**src/rtl/text_console_char_writer_unit_assert.svh**
```systemverilog
// assertion macros for the text console character writer
// no dependencies; included by modules that carry concurrent checks
`ifndef TEXT_CONSOLE_CHAR_WRITER_UNIT_ASSERT_SVH
`define TEXT_CONSOLE_CHAR_WRITER_UNIT_ASSERT_SVH

`ifndef SYNTH
`define TCCW_ASSERT(lbl, clk, rst, prop) \
  lbl: assert property (@(posedge clk) disable iff (rst) prop) \
    else $error("tccw check failed");
`define TCCW_ASSERT_NORST(lbl, clk, prop) \
  lbl: assert property (@(posedge clk) prop) \
    else $error("tccw check failed");
`else
`define TCCW_ASSERT(lbl, clk, rst, prop)
`define TCCW_ASSERT_NORST(lbl, clk, prop)
`endif

`endif

```
**src/rtl/tccw_pkg.sv**
```systemverilog
// shared constants for the text console character writer
// no dependencies; imported by text_console_char_writer_unit
package tccw_pkg;

  localparam int TAB_WIDTH_DEF = 8;
  localparam int PADDR_W = 4;
  localparam int PDATA_W = 32;

  localparam logic [7:0] CH_BS    = 8'd8;
  localparam logic [7:0] CH_TAB   = 8'd9;
  localparam logic [7:0] CH_LF    = 8'd10;
  localparam logic [7:0] CH_CR    = 8'd13;
  localparam logic [7:0] CH_SPACE = 8'h20;

  localparam logic [15:0] ATTR_MASK = 16'h7f00;

  localparam logic [1:0] REG_COLUMNS = 2'd0;
  localparam logic [1:0] REG_LINES   = 2'd1;
  localparam logic [1:0] REG_ATTR    = 2'd2;

  localparam logic [7:0]  COLUMNS_RST = 8'd80;
  localparam logic [7:0]  LINES_RST   = 8'd25;
  localparam logic [15:0] ATTR_RST    = 16'h0700;

  localparam logic signed [17:0] COL_MAX = 18'sd32767;
  localparam logic signed [17:0] COL_MIN = -18'sd32768;

endpackage

```
**src/rtl/text_console_char_writer_unit.sv**
```systemverilog
// text console character writer: cursor tracking and fill run generation
// depends on tccw_pkg and text_console_char_writer_unit_assert.svh
//
// usage:
//   input channel (in_valid/in_ready) carries one character beat: char_code
//   and attr_code. output channel (out_valid/out_ready) carries one result
//   beat per character: a fill run (fill_row, fill_col, fill_count,
//   fill_cell) for an external text buffer and the cursor after the char.
//   fill_count of 0 means nothing to write; row, column and cell are 0 then.
//   a result beat appears in the cycle after its input beat; one character
//   is taken every cycle while out_ready is high, set by the single result
//   register after the cursor update logic. in_ready stays high while the
//   result register is empty or being drained in the same cycle, so a
//   stalled receiver holds one result and then stops the input side.
//   the apb port sets screen_columns (0x0), screen_lines (0x4) and
//   default_attr_word (0x8); write it only while the block is idle.
//   synchronous reset puts the cursor at row 0, column 0, empties the
//   result register and loads 80 columns, 25 lines and attribute 0x0700.
module text_console_char_writer_unit
  import tccw_pkg::*;
#(
  parameter int TAB_WIDTH = TAB_WIDTH_DEF
) (
  input  logic                clk,
  input  logic                rst,
  input  logic                in_valid,
  output logic                in_ready,
  input  logic [7:0]          char_code,
  input  logic [7:0]          attr_code,
  output logic                out_valid,
  input  logic                out_ready,
  output logic [7:0]          fill_row,
  output logic [7:0]          fill_col,
  output logic [7:0]          fill_count,
  output logic [15:0]         fill_cell,
  output logic signed [15:0]  cursor_col,
  output logic [7:0]          cursor_row,
  input  logic                psel,
  input  logic                penable,
  input  logic                pwrite,
  input  logic [PADDR_W-1:0]  paddr,
  input  logic [PDATA_W-1:0]  pwdata,
  output logic [PDATA_W-1:0]  prdata,
  output logic                pready
);

  `include "text_console_char_writer_unit_assert.svh"

  localparam int MW = (TAB_WIDTH > 1) ? $clog2(TAB_WIDTH) : 1;
  localparam int SAT_MOD = 32767 % TAB_WIDTH;

  logic [7:0]         screen_columns;
  logic [7:0]         screen_lines;
  logic [15:0]        default_attr_word;
  logic signed [15:0] col_pos;
  logic signed [15:0] col_pos_next;
  logic [7:0]         row_pos;
  logic [7:0]         row_pos_next;
  logic [MW-1:0]      col_mod;
  logic [MW-1:0]      col_mod_next;

  logic               in_fire;
  logic               cfg_wr;
  logic [15:0]        word;
  logic signed [17:0] col_ext;
  logic signed [17:0] cols_ext;
  logic [MW:0]        tab_step;
  logic signed [17:0] run_hi;
  logic signed [17:0] lo_clip;
  logic signed [17:0] hi_clip;
  logic signed [17:0] run_len;
  logic               do_fill;
  logic               run_ok;
  logic [7:0]         run_char;
  logic [8:0]         row_inc;

  assign pready  = 1'b1;
  assign cfg_wr  = psel && penable && pwrite && pready;
  assign in_ready = !out_valid || out_ready;
  assign in_fire  = in_valid && in_ready;

  always_comb begin
    case (paddr[3:2])
      REG_COLUMNS: prdata = {24'd0, screen_columns};
      REG_LINES:   prdata = {24'd0, screen_lines};
      REG_ATTR:    prdata = {16'd0, default_attr_word};
      default:     prdata = '0;
    endcase
  end

  always_ff @(posedge clk) begin
    if (rst) begin
      screen_columns    <= COLUMNS_RST;
      screen_lines      <= LINES_RST;
      default_attr_word <= ATTR_RST;
    end else if (cfg_wr) begin
      case (paddr[3:2])
        REG_COLUMNS: screen_columns    <= pwdata[7:0];
        REG_LINES:   screen_lines      <= pwdata[7:0];
        REG_ATTR:    default_attr_word <= pwdata[15:0];
        default:     ;
      endcase
    end
  end

  // cursor update and fill run
  assign word     = (attr_code != 8'd0) ? ({attr_code, 8'd0} & ATTR_MASK) : default_attr_word;
  assign col_ext  = {{2{col_pos[15]}}, col_pos};
  assign cols_ext = {10'd0, screen_columns};
  assign tab_step = (MW+1)'(TAB_WIDTH) - {1'b0, col_mod};
  assign row_inc  = {1'b0, row_pos} + 9'd1;

  always_comb begin
    run_hi       = col_ext + 18'sd1;
    do_fill      = 1'b1;
    run_char     = char_code;
    col_pos_next = col_pos;
    col_mod_next = col_mod;
    row_pos_next = row_pos;
    case (char_code)
      CH_TAB: begin
        run_hi   = col_ext + $signed({{(17-MW){1'b0}}, tab_step});
        run_char = CH_SPACE;
        if (run_hi > COL_MAX) begin
          col_pos_next = 16'sd32767;
          col_mod_next = MW'(SAT_MOD);
        end else begin
          col_pos_next = run_hi[15:0];
          col_mod_next = '0;
        end
      end
      CH_BS: begin
        do_fill = 1'b0;
        if (col_ext - 18'sd1 >= COL_MIN) begin
          col_pos_next = col_pos - 16'sd1;
          col_mod_next = (col_mod == '0) ? MW'(TAB_WIDTH - 1) : col_mod - MW'(1);
        end
      end
      CH_CR: begin
        do_fill      = 1'b0;
        col_pos_next = '0;
        col_mod_next = '0;
      end
      CH_LF: begin
        run_hi       = cols_ext;
        run_char     = CH_SPACE;
        col_pos_next = '0;
        col_mod_next = '0;
        row_pos_next = (row_inc >= {1'b0, screen_lines}) ? 8'd0 : row_inc[7:0];
      end
      default: begin
        if (run_hi <= COL_MAX) begin
          col_pos_next = run_hi[15:0];
          col_mod_next = (col_mod == MW'(TAB_WIDTH - 1)) ? '0 : col_mod + MW'(1);
        end
      end
    endcase
  end

  assign lo_clip = col_ext[17] ? 18'sd0 : col_ext;
  assign hi_clip = (run_hi > cols_ext) ? cols_ext : run_hi;
  assign run_len = hi_clip - lo_clip;
  assign run_ok  = do_fill && (hi_clip > lo_clip) && (row_pos < screen_lines);

  always_ff @(posedge clk) begin
    if (rst) begin
      col_pos   <= '0;
      col_mod   <= '0;
      row_pos   <= '0;
      out_valid <= 1'b0;
    end else begin
      if (in_fire) begin
        col_pos   <= col_pos_next;
        col_mod   <= col_mod_next;
        row_pos   <= row_pos_next;
        out_valid <= 1'b1;
      end else if (out_ready) begin
        out_valid <= 1'b0;
      end
    end
  end

  always_ff @(posedge clk) begin
    if (in_fire) begin
      fill_row   <= run_ok ? row_pos : 8'd0;
      fill_col   <= run_ok ? lo_clip[7:0] : 8'd0;
      fill_count <= run_ok ? run_len[7:0] : 8'd0;
      fill_cell  <= run_ok ? ({8'd0, run_char} | word) : 16'd0;
      cursor_col <= col_pos_next;
      cursor_row <= row_pos_next;
    end
  end

  `TCCW_ASSERT(a_fire_gives_beat, clk, rst, in_fire |=> out_valid)
  `TCCW_ASSERT(a_empty_run_zero, clk, rst, (out_valid && fill_count == 8'd0) |-> (fill_row == 8'd0 && fill_col == 8'd0 && fill_cell == 16'd0))
  `TCCW_ASSERT(a_run_in_range, clk, rst, (out_valid && fill_count != 8'd0) |-> (({1'b0, fill_col} + {1'b0, fill_count}) <= 9'd255))
  `TCCW_ASSERT(a_row_tracks, clk, rst, out_valid |-> (cursor_row == row_pos))
  `TCCW_ASSERT_NORST(a_reset_empties, clk, rst |=> !out_valid)

endmodule

```
**config.mk**
```make
export PLATFORM = sky130hd
export DESIGN_NAME = text_console_char_writer_unit
export DESIGN_NICKNAME = d
export VERILOG_FILES = /design/src/rtl/tccw_pkg.sv /design/src/rtl/text_console_char_writer_unit.sv
export VERILOG_INCLUDE_DIRS = /design/src /design/src/rtl
export SDC_FILE = /design/constraint.sdc
export NUM_CORES = 1
export LEC_CHECK = 0
export BUFFER_PORTS_ARGS = -buffer_cell sky130_fd_sc_hd__clkbuf_2
export CELL_PAD_IN_SITES_DETAIL_PLACEMENT = 1
export CELL_PAD_IN_SITES_GLOBAL_PLACEMENT = 2
export CORE_MARGIN = 3
export CORE_UTILIZATION = 35
export CTS_CLUSTER_DIAMETER = 50
export CTS_CLUSTER_SIZE = 25
export DETAILED_ROUTE_END_ITERATION = 16
export PLACE_DENSITY = 0.8
export SETUP_SLACK_MARGIN = 0.4
export SYNTH_ARGS = -nofsm -noshare
export SYNTH_HDL_FRONTEND = slang
export SYNTH_SLANG_ARGS = --single-unit
```
**constraint.sdc**
```tcl
create_clock -name clk -period 19.22 [get_ports clk]
set_input_delay 0.961 -clock clk [delete_from_list [all_inputs] [get_ports clk]]
set_output_delay 0.961 -clock clk [all_outputs]
set_load 0.02 [all_outputs]
```
==> impl_metrics.csv <==
group,metric,value,unit
flow_run,cap_viol_max_count,0,
synthesis,synthAdderAreaFrac,7.915,%
synthesis,main_combinational_cell_family_by_area_after_synthesis,"simple AND/OR/NAND/NOR gates",
global_route,groute.usage.overall,22.20,%
sta,clock-skew-final,0.01625,ns
layout,layout_commonest_cell,"sky130_fd_sc_hd__clkbuf_2",
placement,buffer_ports.inserted,122,
route,first_iter_violations,428,
route,drt_pass_1_iters,5,
sta,max_freq,126.4,MHz
sta,setup_tns_final,0,ns
floorplanning,floorplan.die.width,163.9,µm
clock_network,worst_path_clk_slew,0.07,ns
route,postRouteAntennaNets,0,
setup_path,timing.reg2reg.setup_slack,11.33,ns
sta,timing_max_transition_violations_final,0,
floorplanning,floorplan.initialDensity,35.78,%
route,routed_wire_length_per_instance,20.39,µm
route,routed_wl,29510,µm
clock_network,ctsHtreeMaxLevel,4,
clock_network,tritoncts_clock_tree,"built",
placement,dp_slack,10.85,ns
layout,most-common-layout-cells,"sky130_fd_sc_hd__clkbuf_2 (122), sky130_fd_sc_hd__nand2_1 (118), sky130_fd_sc_hd__nor2_1 (116)",
global_route,first_global_vias,7915,
clock_network,clkLatencyLatePin,0.43,ns
setup_path,end_kind,"flop",
power,power.leakage,4.142,nW
clock_network,clockBufferDepth,2,
sta,final.setup.worst_slack,11.31,ns
clock_network,cts_root_buf,"sky130_fd_sc_hd__clkbuf_16",
route,vias_per_cell,5.491,
layout,finish.net_count,1223,
sta,hold_viol_final,0,
route,via_count,7945,
global_route,antenna_found_initial,0,
sta,finalWorstPathRequiredPeriod,7.913,ns
synthesis,syn-cell-area,8726,µm²
floorplanning,die_y,163.9,µm
sta,rsz0062_at_grt,"no",
clock_network,cts_hold_repair.buffers,0,
sta,worst_pin_slew,0.9978,ns
layout,synth_to_final_area_change,15.43,%
placement,dp_hpwl,21190,µm
setup_path,r2r-start,"col_mod[0]$_SDFFE_PP0P_",
global_route,grt_pass1_wl,46400,µm
route,remaining_drc_errors,0,
layout,num_antenna_cells,0,
power,power_density_normalized_to_cell_area,84.37,nW/µm²
sta,max_slew_margin,31.76,%
placement,gp_routability_congestion,0.8786,
floorplanning,rows,57,
synthesis,synth_enable_flop_cells,64,
synthesis,syn-instance-count,1022,
synthesis,yosys_warnings,0,
synthesis,synthDistinctLibCells,87,
clock_network,cts_num_sinks,124,
setup_path,critPathLaunchType,"primary input",
synthesis,ys_async_sr_fraction,0,%
floorplanning,io_pins,158,
setup_path,cp_data_required_time,19.37,ns
setup_path,cp.arrival,8.06,ns
setup_path,critical_path.startpoint,"char_code[5]",
synthesis,ys_dominant_reg_cell,"sky130_fd_sc_hd__edfxtp_1",
synthesis,synth.avg_cell_area,8.538,µm²
synthesis,yosys_register_bits,124,
power,irDropWorstVdd,37.72,µV
synthesis,synth.mux.area_fraction,4.029,%
clock_network,tritoncts.num_buffers,17,
clock_network,postCtsSetupRepairBufs,0,
setup_path,r2r-end,"fill_row[2]$_SDFFCE_PN0P_",
global_route,grt_overflow,0,
layout,final_core_util,41.29,%
sta,final_min_period_over_clock_period,41.17,%
clock_network,cts-resized-gates,0,
floorplanning,die_ar,26860,µm²
floorplanning,core-area,24390,µm²
setup_path,worst-setup-path-type,"primary input to flop",
outcome,status,"finished, final reports clean",
placement,placed_cell_area,9494,µm²
synthesis,synthXorXnorAreaFrac,3.613,%
setup_path,crit_end,"fill_row[2]$_SDFFCE_PN0P_",
global_route,grt_start_max_net_pins,61,
layout,filler_cell_count,2952,
power,report.power.total,0.8498,mW
worst_hold_path,hold_path_class,"flop to flop",
setup_path,worst-r2r-cell-count,28,
sta,setup-violations-final,0,
setup_path,worst-path-max-fanout,40,
layout,drive_gt1_share,18.79,%
layout,post-route-cell-area,10070,µm²
synthesis,seq_area_frac_synth,35.79,%
synthesis,synth_simple_gate_area_share,24.06,%
synthesis,synth_compound_gate_area_share,18.18,%
-- critical path, stage by stage --
cell                        delay (ns)
sky130_fd_sc_hd__clkbuf_2         0.12
sky130_fd_sc_hd__or4b_1           0.70
sky130_fd_sc_hd__nor3_2           0.61
sky130_fd_sc_hd__nor2_1           0.14
sky130_fd_sc_hd__a21oi_1          0.26
sky130_fd_sc_hd__o221ai_1         0.19
sky130_fd_sc_hd__ha_1             0.35
sky130_fd_sc_hd__nor2b_1          0.13
sky130_fd_sc_hd__o21ai_0          0.15
sky130_fd_sc_hd__a21boi_0         0.12
sky130_fd_sc_hd__o21ai_0          0.17
sky130_fd_sc_hd__or4b_2           0.62
sky130_fd_sc_hd__ha_1             0.34
sky130_fd_sc_hd__o31a_1           0.68
sky130_fd_sc_hd__mux2_2           0.47
sky130_fd_sc_hd__fa_1             0.44
sky130_fd_sc_hd__a21o_1           0.19
sky130_fd_sc_hd__a21oi_1          0.22
sky130_fd_sc_hd__o21ai_0          0.17
sky130_fd_sc_hd__nand2_1          0.11
sky130_fd_sc_hd__o2111ai_1        0.18
sky130_fd_sc_hd__a22oi_2          0.17
sky130_fd_sc_hd__buf_4            0.42
sky130_fd_sc_hd__nor2_1           0.13
-- cells in the mapped netlist (all sizes together), types with 19 or more instances --
cell type	n	area, µm²
a21oi	73	365.4
buf	40	262.8
clkbuf	42	157.7
dfxtp	60	1201
edfxtp	64	1922
ha	52	650.6
inv	33	123.9
mux2i	25	250.2
nand2	119	449.2
nand3	25	135.1
nand4	20	173.9
nor2	116	435.4
nor3	39	205.2
o21ai	53	265.3
xor2	19	166.4
-- final cells by class --
| class | instances | area [µm²] | area share [%] |
|---|---|---|---|
| clock buffers | 17 | 425.4 | 4.224 |
| clock inverters | 15 | 152.6 | 1.516 |
| inverters | 35 | 132.6 | 1.317 |
| multi-input cells | 796 | 5117 | 50.81 |
| flip-flops and latches | 124 | 3123 | 31.01 |
| well taps | 324 | 405.4 | 4.025 |
| repair buffers | 136 | 715.7 | 7.106 |
-- per-stage QoR --
stage	hold WS, ns	instances
finish	0.4779	1447
detailed placement	0.4696	1415
global route	0.5045	1447
global placement	0.4563	1415
floorplan	0.4450	1037
CTS	0.4803	1447
-- report_power, final --
part           switching, mW  internal, mW
clock                  0.143         0.183
sequential            0.0202         0.304
combinational          0.129        0.0709
total                  0.292         0.558
-- state kept, by name (all words and copies together) (netlist names), 16 cells and up --
register           flops
col_pos               16
cursor_col            16
default_attr_word     16
fill_cell             16
-- kinds of logic after synthesis --
logic type,after synthesis
AO/OA/AOI/OAI,244
flip-flops,124
multiplexers,33
XOR/XNOR,36
adder cells (fa/ha/maj),54
AND/OR/NAND/NOR,412
buffers and inverters,117
other,2
-- how the worst min path moves through the flow --
stage                                       startpoint                                 end  slack, ns  depth (start not counted)
CTS                  default_attr_word[3]$_SDFFE_PP0P_   default_attr_word[3]$_SDFFE_PP0P_       0.48                          2
finish               default_attr_word[3]$_SDFFE_PP0P_   default_attr_word[3]$_SDFFE_PP0P_       0.48                          2
floorplan           default_attr_word[15]$_SDFFE_PP0P_  default_attr_word[15]$_SDFFE_PP0P_       0.44                          2
global placement    default_attr_word[15]$_SDFFE_PP0P_  default_attr_word[15]$_SDFFE_PP0P_       0.46                          2
detailed placement   default_attr_word[3]$_SDFFE_PP0P_   default_attr_word[3]$_SDFFE_PP0P_       0.47                          2
global route        default_attr_word[15]$_SDFFE_PP0P_  default_attr_word[15]$_SDFFE_PP0P_       0.50                          2
-- layer usage --
metal  up-vias  share of wire (%)  global-route usage (%)
li1       3861                  -                       -
met1      3868                 48                   31.66
met2       186                 47                   35.66
met3        30                3.9                   2.648
met4         0                1.4                   5.805
met5         -                  0                       0
Note: power is estimated with default switching activity, not from simulation.
